--- config.mk ---
export PLATFORM = sky130hd
export DESIGN_NAME = oblt_cmd_queue
export DESIGN_NICKNAME = d
export VERILOG_FILES = /design/src/hw/rtl/oblt_pkg.sv /design/src/hw/rtl/oblt_cmd_queue.sv
export SDC_FILE = /design/constraint.sdc
export NUM_CORES = 1
export LEC_CHECK = 0
export ABC_CLOCK_PERIOD_IN_PS = 5220
export BUFFER_PORTS_ARGS = -buffer_cell sky130_fd_sc_hd__buf_4
export CORE_MARGIN = 4
export CORE_UTILIZATION = 40
export CTS_CLUSTER_DIAMETER = 30
export DETAILED_ROUTE_END_ITERATION = 12
export SYNTH_ARGS = -nofsm -noshare
export SYNTH_HDL_FRONTEND = slang
export SYNTH_SLANG_ARGS = --single-unit
--- constraint.sdc ---
create_clock -name clk -period 5.22 [get_ports clk]
set_input_delay 0.783 -clock clk [delete_from_list [all_inputs] [get_ports clk]]
set_output_delay 0.783 -clock clk [all_outputs]
set_load 0.05 [all_outputs]
--- src/hw/rtl/oblt_pkg.sv ---
// ----------------------------------------------------------------------------
// oblt_pkg
// Shared types and codes for the order book level table.
// ----------------------------------------------------------------------------
package oblt_pkg;

  localparam logic [1:0] OP_SNAPSHOT = 2'd0;
  localparam logic [1:0] OP_DELTA    = 2'd1;
  localparam logic [1:0] OP_CLEAR    = 2'd2;
  localparam logic [1:0] OP_RESERVED = 2'd3;

  localparam logic [1:0] ST_APPLIED = 2'd0;
  localparam logic [1:0] ST_STALE   = 2'd1;
  localparam logic [1:0] ST_GAP     = 2'd2;
  localparam logic [1:0] ST_FULL    = 2'd3;

  typedef struct packed {
    logic [1:0]  operation;
    logic        event_start;
    logic        level_present;
    logic        book_side;
    logic [31:0] level_price;
    logic [31:0] level_size;
    logic [63:0] event_sequence;
  } item_t;

  typedef struct packed {
    logic [1:0]  status;
    logic [31:0] best_bid_price;
    logic [31:0] best_bid_size;
    logic        bid_present;
    logic [31:0] best_ask_price;
    logic [31:0] best_ask_size;
    logic        ask_present;
    logic        crossed;
    logic [32:0] mid_doubled;
    logic [63:0] current_sequence;
  } result_t;

  // Classified command from the front end to the table engine.
  typedef struct packed {
    logic        clear_book;
    logic        apply_level;
    logic        removes;
    logic        book_side;
    logic [31:0] level_price;
    logic [31:0] level_size;
    logic [1:0]  status;
    logic [63:0] current_sequence;
  } cmd_t;

endpackage

--- src/hw/rtl/oblt_cmd_queue.sv ---
// ----------------------------------------------------------------------------
// oblt_cmd_queue
// Two-entry command queue between the front end and the table engine.
// ----------------------------------------------------------------------------
module oblt_cmd_queue import oblt_pkg::*; (
  input  logic clk,
  input  logic rst,
  input  logic push_valid,
  output logic push_ready,
  input  cmd_t push_cmd,
  output logic pop_valid,
  input  logic pop_ready,
  output cmd_t pop_cmd
);

  cmd_t       slots [2];
  logic       wr_ptr, rd_ptr;
  logic [1:0] fill;
  logic       do_push, do_pop;

  assign push_ready = (fill != 2'd2);
  assign pop_valid  = (fill != 2'd0);
  assign pop_cmd    = slots[rd_ptr];
  assign do_push    = push_valid && push_ready;
  assign do_pop     = pop_valid && pop_ready;

  always_ff @(posedge clk) begin
    if (do_push) begin
      slots[wr_ptr] <= push_cmd;
    end
  end

  always_ff @(posedge clk) begin
    if (rst) begin
      wr_ptr <= 1'b0;
      rd_ptr <= 1'b0;
      fill   <= 2'd0;
    end else begin
      if (do_push) wr_ptr <= ~wr_ptr;
      if (do_pop)  rd_ptr <= ~rd_ptr;
      if (do_push && !do_pop) begin
        fill <= fill + 2'd1;
      end else if (do_pop && !do_push) begin
        fill <= fill - 2'd1;
      end
    end
  end

endmodule

### Word-level counts from Yosys, hierarchy flattened

Memories as Yosys holds them, arrays and structs flattened. A register that Yosys moved wholly into a read port is not among the register bits.
Index checks and enable logic that the tools add are counted.

| word-level totals | value |
|---|---|
| RAM bits | 268 |
| flip-flop bits (word level) | 4 |
| memories kept | 1 |
| logic and storage cells | 23 |

| operators by class | value |
|---|---|
| equal/unequal tests | 1 |
| reductions and logical operators | 8 |
| bitwise gates (word level) | 2 |
| add/sub/neg operators | 2 |
| muxes and demuxes | 6 |

Memory list:

| memory | depth | width | read ports | clocked after Yosys merged registers in | wr ports | line | RTL |
|---|---|---|---|---|---|---|---|
| slots | 2 | 134 | 1 | 1 | 1 | oblt_cmd_queue.sv:16 | `cmd_t slots [2];` |

Operators by type and width:

| operator | count |
|---|---|
| $logic_and 1x1->1 | 4 |
| $mux 1 | 4 |
| $mux 2 | 2 |
| $reduce_bool 2->1 | 2 |
| $add 2x1->2 const B | 1 |
| $logic_not 1->1 | 2 |
| $ne 2x2->1 const B | 1 |
| $not 1->1 | 2 |
| $sub 2x1->2 const B | 1 |

### Logic depth before layout (Yosys ltp)

| logic depth | value |
|---|---|
| depth in word-level cells | 6 |
| mapped depth | 6 |
| mapped depth without buffers | 6 |

### Worst setup path before layout

Ideal clock, no wire load.

| timing | value |
|---|---|
| path type | register to register |
| from | reg fill[0] |
| to | mem slots[1][0] (netlist bit) (enable) |
| period minus slack after synthesis | 4.634 ns |
| path buffers | 0 |
| required time | 4.710 ns |
| path slack | 0.586 ns |
| library setup time | 0.510 ns |
| cell stages (with the launch flop) | 3 |
| data arrival time | 4.124 ns |
| cell sequence | dfxtp_1 nand2b_1 and3_1 |

| on the way | value |
|---|---|
| word-level cells in the longest chain between the ends | 4 |

Ends and longest elaborated chain:

| element | line | RTL |
|---|---|---|
| start, declared | oblt_cmd_queue.sv:18 | `logic [1:0] fill;` |
| start signal, assigned | oblt_cmd_queue.sv:42 | `fill <= fill + 2'd1;` |
| start signal, assigned | oblt_cmd_queue.sv:44 | `fill <= fill - 2'd1;` |
| $ne 2x2->1 | oblt_cmd_queue.sv:21 | `assign push_ready = (fill != 2'd2);` |
| net push_ready | oblt_cmd_queue.sv:9 | `output logic push_ready,` |
| $logic_and 1x1->1 | oblt_cmd_queue.sv:24 | `assign do_push = push_valid && push_ready;` |
| $mux 1 | oblt_cmd_queue.sv:28 | `if (do_push) begin` |
| $mux 1 (not written as such) | oblt_cmd_queue.sv:29 | `slots[wr_ptr] <= push_cmd;` |
| end, declared | oblt_cmd_queue.sv:16 |  |

The timed path passes the listed nets, and every way through them passes these cells.

==> flow_summary.ini <==
[layout]
fin_area_um2 = 14300
diodes = 0
drive_gt1_share_pct = 61.8
utilization_pct = 58.2
layout.nets = 897
nFillCells = 1850
syn_to_final_growth_pct = 41.3

[place]
placed_area_um2 = 12500
finalWeightedCongestion = 0.789
port_buffers = 273
dpl.hpwl_mm = 13.7

[global_routing]
grt_max_degree = 108
track_usage_pct = 14.2
grt_pass1_vias = 5713
grt-ovfl-total = 0
grt_antenna_before_repair = 0
grt_first_pass_wirelength_mm = 31.2

[route]
dr.pass1.iters = 4
drc = 0
drt_wl_total_mm = 20.9
via_count = 5181
vias_per_cell = 4.61
wl_per_cell_um = 18.5
drt_iter0_drc = 192
ant_nets = 0

[clock_tree]
cts-root-buf = clkbuf_16
cts.repair.resized = 0
cts_buffer_depth = 3
htreeDepth = 2
hold_buffers = 0
tritoncts = yes
clk_pin_slew_ns = 0.04
clk_latency_ns = 0.53
cts.sinks = 273
cts_setup_buffers = 0
cts_buffers = 54

[run_status]
status = complete, no violations

[floorplanning]
die_y_um = 167
io-pin-count = 274
start_util_pct = 41.2
die_area_um2 = 27900
die_x_um = 167
core_area_um2 = 24600
std_cell_rows = 57

[logic_synthesis]
synth.distinct_cells = 19
netlist.top_cell.by_area = edfxtp_1
synth_seq_area_share_pct = 80.4
yosysMostFrequentCell = edfxtp_1
synth_flop_cell = edfxtp_1
syn_area_um2 = 10100
ys_top_cells_by_area = edfxtp_1, mux2_4, mux2_2
synth-edff-count = 268
async_flop_share_pct = 0
syn_avg_cell_area_um2 = 23.0
syn_nets = 580
synth_top_area_share_pct = 79.4
synth_cells = 441
ys_warn_count = 0
synth_common_cells = edfxtp_1, mux2_2, mux2_4
ys_ff_latch = 273

[setup_path]
arrival_ns = 2.58
worst-endpoint-required_ns = 4.44
worstSetupStartpointType = flop
worst-setup-path-type = flop to output pin
critPathMaxFanout = 85
end_kind = output pin

[sta]
hold_violations = 0
fin_setup_tns_ns = 0
setup_violations = 0
period_minus_slack_ns = 3.36
slew_violations = 0
slew_headroom_pct = 28.1
max_freq_mhz = 297
tightestPinTransition_ns = 1.08
rsz0062_at_grt = false
hold_ws_ns = 0.429
fin_crit_sh_pct = 64.4
clock_skew_ns = 0.0102

[power]
switchingPower_uw = 2920
power.internal_uw = 5950
pwr-share-comb_pct = 30.6
peakVddDrop_mv = 0.503
seqPwrFrac_pct = 32.3
p_leak_uw = 0.00549
p_clk_share_pct = 37.0
powerDensity_nw_per_um2 = 620
switching_share_pct = 32.9

[run]
cap_violations = 0

[min_path]
holdCritPathClass = input pin to flop
==> through the flow <==
step                std cells  total power (uW)  worst slack, ns
floorplan                 441              4930            0.586
global placement         1026              5630             2.40
detailed placement       1026              5670             2.38
CTS                      1125              9000             1.79
global route             1125              9220             1.74
finish                   1125              8880             1.86
==> cell usage in the layout, fill, tap and decap left out <==
cell type,n
clkinv_2,6
mux2_4,60
clkbuf_16,55
o21ai_0,2
clkinvlp_4,6
a21oi_1,2
and2_1,1
xor2_1,3
a21bo_2,1
or2_2,1
nand2b_1,1
edfxtp_1,268
clkinv_4,1
inv_6,3
dfxtp_1,4
buf_12,2
clkbuf_8,3
and3_4,1
clkbuf_1,13
inv_16,1
clkinv_1,6
nand3b_1,1
bufinv_16,6
nor2_1,3
mux2_2,74
ha_1,1
or3_1,1
dfxtp_4,1
buf_4,274
==> power groups by stage <==
stage / combinational, uW / sequential [uW] / clock, uW
final: 2720 / 2870 / 3290
after CTS: 2760 / 2880 / 3360
after global placement: 2740 / 2900 / 0
after detailed placement: 2750 / 2910 / 0
after global routing: 2830 / 2890 / 3490
after floorplan: 2060 / 2860 / 0
==> sequential cells by signal (all words and copies together), names as in the netlist, named ones only <==
register  flops
rd_ptr        1
wr_ptr        1
slots       268
fill          2
==> routing by layer <==
metal	routed length [um]	share of wire (%)	track usage (%)	vias up
li1	-	-	-	2412
met1	8280	40	16.7	2488
met2	10200	49	24.0	238
met3	1990	9.5	5.73	43
met4	402	1.9	4.30	0
met5	0	0	0	-
==> layout make-up <==
class                      instances  area (um2)  share of cell area, %
sequential                       273        8150                   57.0
timing repair buffer             276        2100                   14.7
inverter                           1        8.76                 0.0612
clock inverter                    28         324                   2.26
clock buffer                      71        1470                   10.2
tap                              324         405                   2.83
multi-input combinational        152        1860                   13.0
==> worst paths after layout <==
check	start	to	slack, ns	depth (start not counted)
worst min register to register	rd_ptr	rd_ptr	0.51	2
worst min-delay path	push_cmd[4]	slots[0][4]	0.43	1
worst max register to register	fill[0]	slots[0][35]	2.63	4
worst max-delay path	flop	pop_cmd[131]	1.86	3
==> worst max-delay path, cell delays in order, from the launching register on <==
cell and delay, ns:
dfxtp_4 0.80, buf_12 0.54, mux2_2 0.41, buf_4 0.19
==> cell families after synthesis <==
group / Yosys count / share of synthesized area (%)
compound gates: 5 / 0.296
xor+xnor: 3 / 0.259
fa+ha+maj: 1 / 0.123
buf+inv: 16 / 1.27
flops: 273 / 80.4
mux: 134 / 17.1
simple gates: 9 / 0.494
No activity file was read; power rests on OpenSTA's default activity.
