--- config.mk ---
export PLATFORM = sky130hd
export DESIGN_NAME = oblt_front
export DESIGN_NICKNAME = d
export VERILOG_FILES = /design/src/hw/rtl/oblt_pkg.sv /design/src/hw/rtl/oblt_front.sv
export SDC_FILE = /design/constraint.sdc
export NUM_CORES = 1
export LEC_CHECK = 0
export ABC_AREA = 1
export BUFFER_PORTS_ARGS = -buffer_cell sky130_fd_sc_hd__buf_2
export CAP_MARGIN = 20
export CORE_MARGIN = 1.5
export CORE_UTILIZATION = 45
export DETAILED_ROUTE_END_ITERATION = 10
export GPL_ROUTABILITY_DRIVEN = 0
export GPL_TIMING_DRIVEN = 0
export PLACE_DENSITY = 0.74
export SETUP_SLACK_MARGIN = 0.1
export SLEW_MARGIN = 20
export SYNTH_ARGS = -nofsm -noshare
export SYNTH_HDL_FRONTEND = slang
export SYNTH_SLANG_ARGS = --single-unit
--- constraint.sdc ---
create_clock -name clk -period 3.25 [get_ports clk]
set_input_delay 0.1625 -clock clk [delete_from_list [all_inputs] [get_ports clk]]
set_output_delay 0.1625 -clock clk [all_outputs]
set_load 0.02 [all_outputs]
--- src/hw/rtl/oblt_pkg.sv ---
// ----------------------------------------------------------------------------
// oblt_pkg
// Shared types and codes for the order book level table.
// ----------------------------------------------------------------------------
package oblt_pkg;

  localparam logic [1:0] OP_SNAPSHOT = 2'd0;
  localparam logic [1:0] OP_DELTA    = 2'd1;
  localparam logic [1:0] OP_CLEAR    = 2'd2;
  localparam logic [1:0] OP_RESERVED = 2'd3;

  localparam logic [1:0] ST_APPLIED = 2'd0;
  localparam logic [1:0] ST_STALE   = 2'd1;
  localparam logic [1:0] ST_GAP     = 2'd2;
  localparam logic [1:0] ST_FULL    = 2'd3;

  typedef struct packed {
    logic [1:0]  operation;
    logic        event_start;
    logic        level_present;
    logic        book_side;
    logic [31:0] level_price;
    logic [31:0] level_size;
    logic [63:0] event_sequence;
  } item_t;

  typedef struct packed {
    logic [1:0]  status;
    logic [31:0] best_bid_price;
    logic [31:0] best_bid_size;
    logic        bid_present;
    logic [31:0] best_ask_price;
    logic [31:0] best_ask_size;
    logic        ask_present;
    logic        crossed;
    logic [32:0] mid_doubled;
    logic [63:0] current_sequence;
  } result_t;

  // Classified command from the front end to the table engine.
  typedef struct packed {
    logic        clear_book;
    logic        apply_level;
    logic        removes;
    logic        book_side;
    logic [31:0] level_price;
    logic [31:0] level_size;
    logic [1:0]  status;
    logic [63:0] current_sequence;
  } cmd_t;

endpackage

--- src/hw/rtl/oblt_front.sv ---
// ----------------------------------------------------------------------------
// oblt_front
// Sequence check and event tracking; turns each word into a table command.
// ----------------------------------------------------------------------------
module oblt_front import oblt_pkg::*; (
  input  logic  clk,
  input  logic  rst,
  input  logic  item_valid,
  output logic  item_ready,
  input  item_t item,
  output logic  cmd_valid,
  input  logic  cmd_ready,
  output cmd_t  cmd
);

  logic [63:0] last_sequence, last_sequence_next;
  logic        event_accepted, event_accepted_next;
  logic [1:0]  event_status, event_status_next;

  assign item_ready = cmd_ready;
  assign cmd_valid  = item_valid;

  always_comb begin
    last_sequence_next  = last_sequence;
    event_accepted_next = event_accepted;
    event_status_next   = event_status;
    cmd                 = '0;
    cmd.book_side       = item.book_side;
    cmd.level_price     = item.level_price;
    cmd.level_size      = item.level_size;
    cmd.removes         = (item.operation == OP_DELTA);
    if (item.operation == OP_CLEAR) begin
      last_sequence_next  = '0;
      event_accepted_next = 1'b0;
      event_status_next   = ST_APPLIED;
      cmd.clear_book      = 1'b1;
    end else if (item.operation inside {OP_SNAPSHOT, OP_DELTA}) begin
      if (item.event_start) begin
        if (item.operation == OP_SNAPSHOT) begin
          last_sequence_next  = item.event_sequence;
          event_accepted_next = 1'b1;
          event_status_next   = ST_APPLIED;
          cmd.clear_book      = 1'b1;
        end else if (item.event_sequence <= last_sequence) begin
          event_accepted_next = 1'b0;
          event_status_next   = ST_STALE;
        end else if (item.event_sequence != last_sequence + 64'd1) begin
          event_accepted_next = 1'b0;
          event_status_next   = ST_GAP;
        end else begin
          last_sequence_next  = item.event_sequence;
          event_accepted_next = 1'b1;
          event_status_next   = ST_APPLIED;
        end
      end
      if (!event_accepted_next) begin
        cmd.status = event_status_next;
      end else begin
        cmd.apply_level = item.level_present;
      end
    end
    cmd.current_sequence = last_sequence_next;
  end

  always_ff @(posedge clk) begin
    if (rst) begin
      last_sequence  <= '0;
      event_accepted <= 1'b0;
      event_status   <= ST_APPLIED;
    end else if (item_valid && item_ready) begin
      last_sequence  <= last_sequence_next;
      event_accepted <= event_accepted_next;
      event_status   <= event_status_next;
    end
  end

endmodule

Word-level counts from Yosys, hierarchy flattened:

Cells that the tools add are included.

* register bits: 67
* output and inout port bits: 136

* equality and inequality tests: 3
* reduce and logical (&&, ||, !) cells: 5
* mux-type cells: 29
* add/sub/neg operators: 1
* order comparisons: 1

Operators by type and width (count)
* 2-to-1 mux 64 bit: 6
* adder 64 x 1 -> 64 bit, second input constant: 1
* less-or-equal comparator 64 bit: 1
* != test 64 bit: 1
* 2-to-1 mux 2 bit: 10
* 2-to-1 mux 1 bit: 13
* nonzero test 2 bit: 2
* == test 2 x 1 -> 1 bit, second input constant: 1
* == test 2 bit, second input constant: 1
* zero test 2 bit: 1
* AND reduction 2 bit: 1
* logical AND 1 bit: 1

Longest topological paths before layout:

* word-level depth: 11
* gate-level depth with buffers: 23
* depth with buffers taken out: 22

Least setup slack after synthesis:

OpenSTA, ideal clock, no wires.

* kind: register to output
* from: register last_sequence[3]
* to: output cmd[64] (netlist name)
* slack: 0.386 ns
* path buffers: 1
* stages on the path, launching flop included: 19
* arrival: 2.702 ns
* path through: dfxtp_1 inv_1 ha_1 a21oi_1 nand2_1 nor2_1 nor2_1 o21bai_1 nand2_1 a21boi_0 nand2_1 nand2_1 nand2_1 nand2_1 nand2_1 clkbuf_1 nand2_1 nand2_1 nor4_1

RTL lines
* start: declaration: RTL line oblt_front.sv:16 `logic [63:0] last_sequence, last_sequence_next;`
* start signal: assignment: RTL line oblt_front.sv:71 `last_sequence <= last_sequence_next;`
* end: declaration: RTL line oblt_front.sv:13 `output cmd_t cmd`

==> results.toml <==
[status]
status = "finished, violations left"
violations = "negative setup slack"

[power_and_ir_drop]
seqPwrFrac_pct = 27.7
p_int_mw = 2.110
p_comb_share_pct = 42.8
switching_share_pct = 38.15
powerDensity_nw_per_um2 = 264.1
p_total_mw = 3.411
p_clk_share_pct = 29.5
irDropWorstVdd_mv = 0.1629
p_leak_nw = 6.405
p_switching_mw = 1.301

[clock_network]
htree_levels = 3
tritoncts = "built"
clk_pin_slew_ns = 0.06
clkLatencyLatePin_ns = 0.35
cts_buffers = 9
clock-sinks = 67
root_buffer = "clkbuf_16"
clockBufferDepth = 2

[timing]
timing.final.crit_share_pct = 105.7
maxSlewViolCount = 0
fmax_ghz = 0.2910
hold_slack_ns = 0.2200
fin_worst_skew_ns = 0.009539
setup_violations = 67
period_needed_ns = 3.436
worst_slack_ns = -0.1859
rsz0062_at_grt = "true"
worst_slew_pin_slew_ns = 0.9470
finalHoldViolations = 0
slew_headroom_pct = 36.87

[yosys]
synth_fa_ha_area_share_pct = 8.358
synth_xor_area_share_pct = 6.403
yosysTopAreaCell = "nand2_1"
ys.warnings.count = 0
synth_nets = 1847
ys_types = 41
ys_ff_latch = 67
synth_area_leaders = "nand2_1, dfxtp_1, nor2_1"
async_reset_ff_share_pct = 0
syn-instance-count = 1645
synth_edf_count = 0
yosys.area_share.simple_pct = 47.38
synth_mux_area_share_pct = 0
syn_area_per_cell_um2 = 5.915
synth_top_area_share_pct = 17.36
ys.flop_type = "dfxtp_1"
syn_area_um2 = 9731
synth_top_family_by_area = "simple AND/OR/NAND/NOR gates"
yosysSeqAreaShare_pct = 13.78
synth_compound_area_share_pct = 7.406

[finish]
nNetsFinal = 2093
syn_to_final_growth_pct = 32.74
n_antenna_cell = 0
final_util_pct = 61.25
fin_area_um2 = 12920
drive_gt1_share_pct = 32.93

[grt]
first_global_vias = 10200
antenna_found_initial = 0
gr-total-overflow = 0
grt_use_total_pct = 28.11
grt_max_degree = 11
grt_pass1_wl_um = 50410

[setup_path]
cp_data_arrival_time_ns = 3.27
r2r_cells = 22
worstSetupPathType = "flip-flop to output pin"
worst-path-max-fanout = 10
end_kind = "output pin"
r2r_start = "last_sequence[1]"
reg2reg_slack_ns = 0.18
crit_path_start_kind = "flip-flop"
reg2reg_to = "last_sequence[21]"
cp.required_ns = 3.09

[placed_design]
portBuffers = 206
dp_hpwl_um = 25590
dpl_cell_area_um2 = 11110
pre_cts_slack_ns = -0.5265

[die]
row_count = 53
die_h_um = 150.1
die_w_um = 150.1
core-area_um2 = 21090
dieArea_um2 = 22520
initial_core_util_pct = 46.14
io_pins = 273

[route]
viasPerCell = 5.362
wl_per_cell_um = 15.30
drc = 0
finalWirelength_um = 33210
ant_nets = 0
drtIter0Drc = 926
dr.pass1.iters = 6
vias = 11640

[flow_run]
maxCapViolations = 0

[min_path]
hp-start = "item[132]"
min_to = "event_accepted"
hp-class = "input port to flip-flop"
worstHoldPathCells = 4
## cell usage after synthesis, drive strengths merged, types with 5 or more instances
cell type  number
nand2         517
nor2          245
inv           202
nand3         118
a21oi         102
buf            94
nand4          84
dfxtp          67
ha             65
xor2           45
clkbuf         28
o21ai          21
xnor2          21
nand3b          7
o21bai          7
nor3            5
## sequential cells by signal (all words and copies together), names as in the netlist
signal          flops
last_sequence      64
event_status        2
event_accepted      1
## worst max-delay path: stages, from the launching register on
cell	delay, ns
dfxtp_4	0.37
ha_4	0.16
nand2_4	0.06
nor2_4	0.20
nand2_4	0.13
nor2_8	0.25
nand2_4	0.10
xor2_1	0.13
inv_1	0.05
nor2_1	0.11
nand2_1	0.07
nor2_2	0.12
nand2_1	0.09
nor2_1	0.14
nand2_1	0.11
nand2_4	0.12
nand3_4	0.10
buf_12	0.18
buf_12	0.15
nand2_2	0.07
nand2_2	0.06
buf_6	0.13
## layout by cell type, fill, tap and decap left out, drive strengths merged, types with 5 or more instances in the layout
| cell | count |
|---|---|
| nor2 | 245 |
| nor3 | 5 |
| buf | 328 |
| clkbuf | 42 |
| nand3b | 7 |
| xnor2 | 21 |
| inv | 202 |
| nand3 | 118 |
| dfxtp | 67 |
| a21oi | 102 |
| nand2 | 517 |
| ha | 65 |
| o21bai | 7 |
| xor2 | 45 |
| nand4 | 84 |
| o21ai | 21 |
## repair_timing
item | in CTS | in global routing
setup endpoints to repair | 132 | 127
endpoints found under the hold margin | 0 | 0
gates cloned | 1 | 1
resized for setup | 170 | 207
pin swaps | 16 | 18
hold buffers | 0 | 0
buffers inserted | 15 | 13
## worst max-delay path by stage
| stage | to | start | slack [ns] | cells after the start |
|---|---|---|---|---|
| 2_1_floorplan | cmd[64] | last_sequence[3] | 0.39 | 18 |
| 3_3_place_gp | cmd[63] | last_sequence[22] | -0.51 | 17 |
| 3_5_place_dp | cmd[63] | last_sequence[22] | -0.53 | 17 |
| 4_1_cts | cmd[36] | last_sequence[1] | -0.11 | 21 |
| 5_1_grt | cmd[22] | last_sequence[16] | -0.29 | 22 |
| 6_report | cmd[11] | last_sequence[1] | -0.19 | 21 |
## layer usage
metal | wire length (um) | share of wire (%) | GRT usage, %
met2 | 15370 | 46 | 46.65
met1 | 13880 | 42 | 37.61
met5 | 0 | 0 | 0
met4 | 1072 | 3.2 | 9.412
met3 | 2876 | 8.7 | 3.232
## final cells by class
type | count | area [um2]
Multi-Input combinational cell | 1253 | 7423
Clock buffer | 13 | 260.3
Fill cell | 2003 | 8172
Inverter | 203 | 764.5
Tap cell | 275 | 344.1
Clock inverter | 2 | 35.03
Sequential cell | 67 | 1384
Timing Repair Buffer | 235 | 1740
Buffer | 122 | 964.7
## through the flow
step,cells,TNS (ns)
2_1_floorplan,1645,0
3_3_place_gp,2126,-34.99
3_5_place_dp,2126,-38.35
4_1_cts,2157,-4.215
5_1_grt,2170,-16.55
6_report,2170,-10.47
## cell families after synthesis
kind of cell    after synthesis
flops                        67
fa+ha+maj                    65
buf+inv                     325
simple gates                983
compound gates              137
xor+xnor                     68
## power by group through the flow
stage | clock network (mW) | logic, mW | registers [mW]
after global placement | 0 | 1.23 | 0.955
after global routing | 1.04 | 1.60 | 0.953
final | 1.01 | 1.46 | 0.947
after CTS | 1.01 | 1.34 | 0.942
after detailed placement | 0 | 1.26 | 0.956
after floorplan | 0 | 0.896 | 0.936
Note: power is estimated with default switching activity, not from simulation.
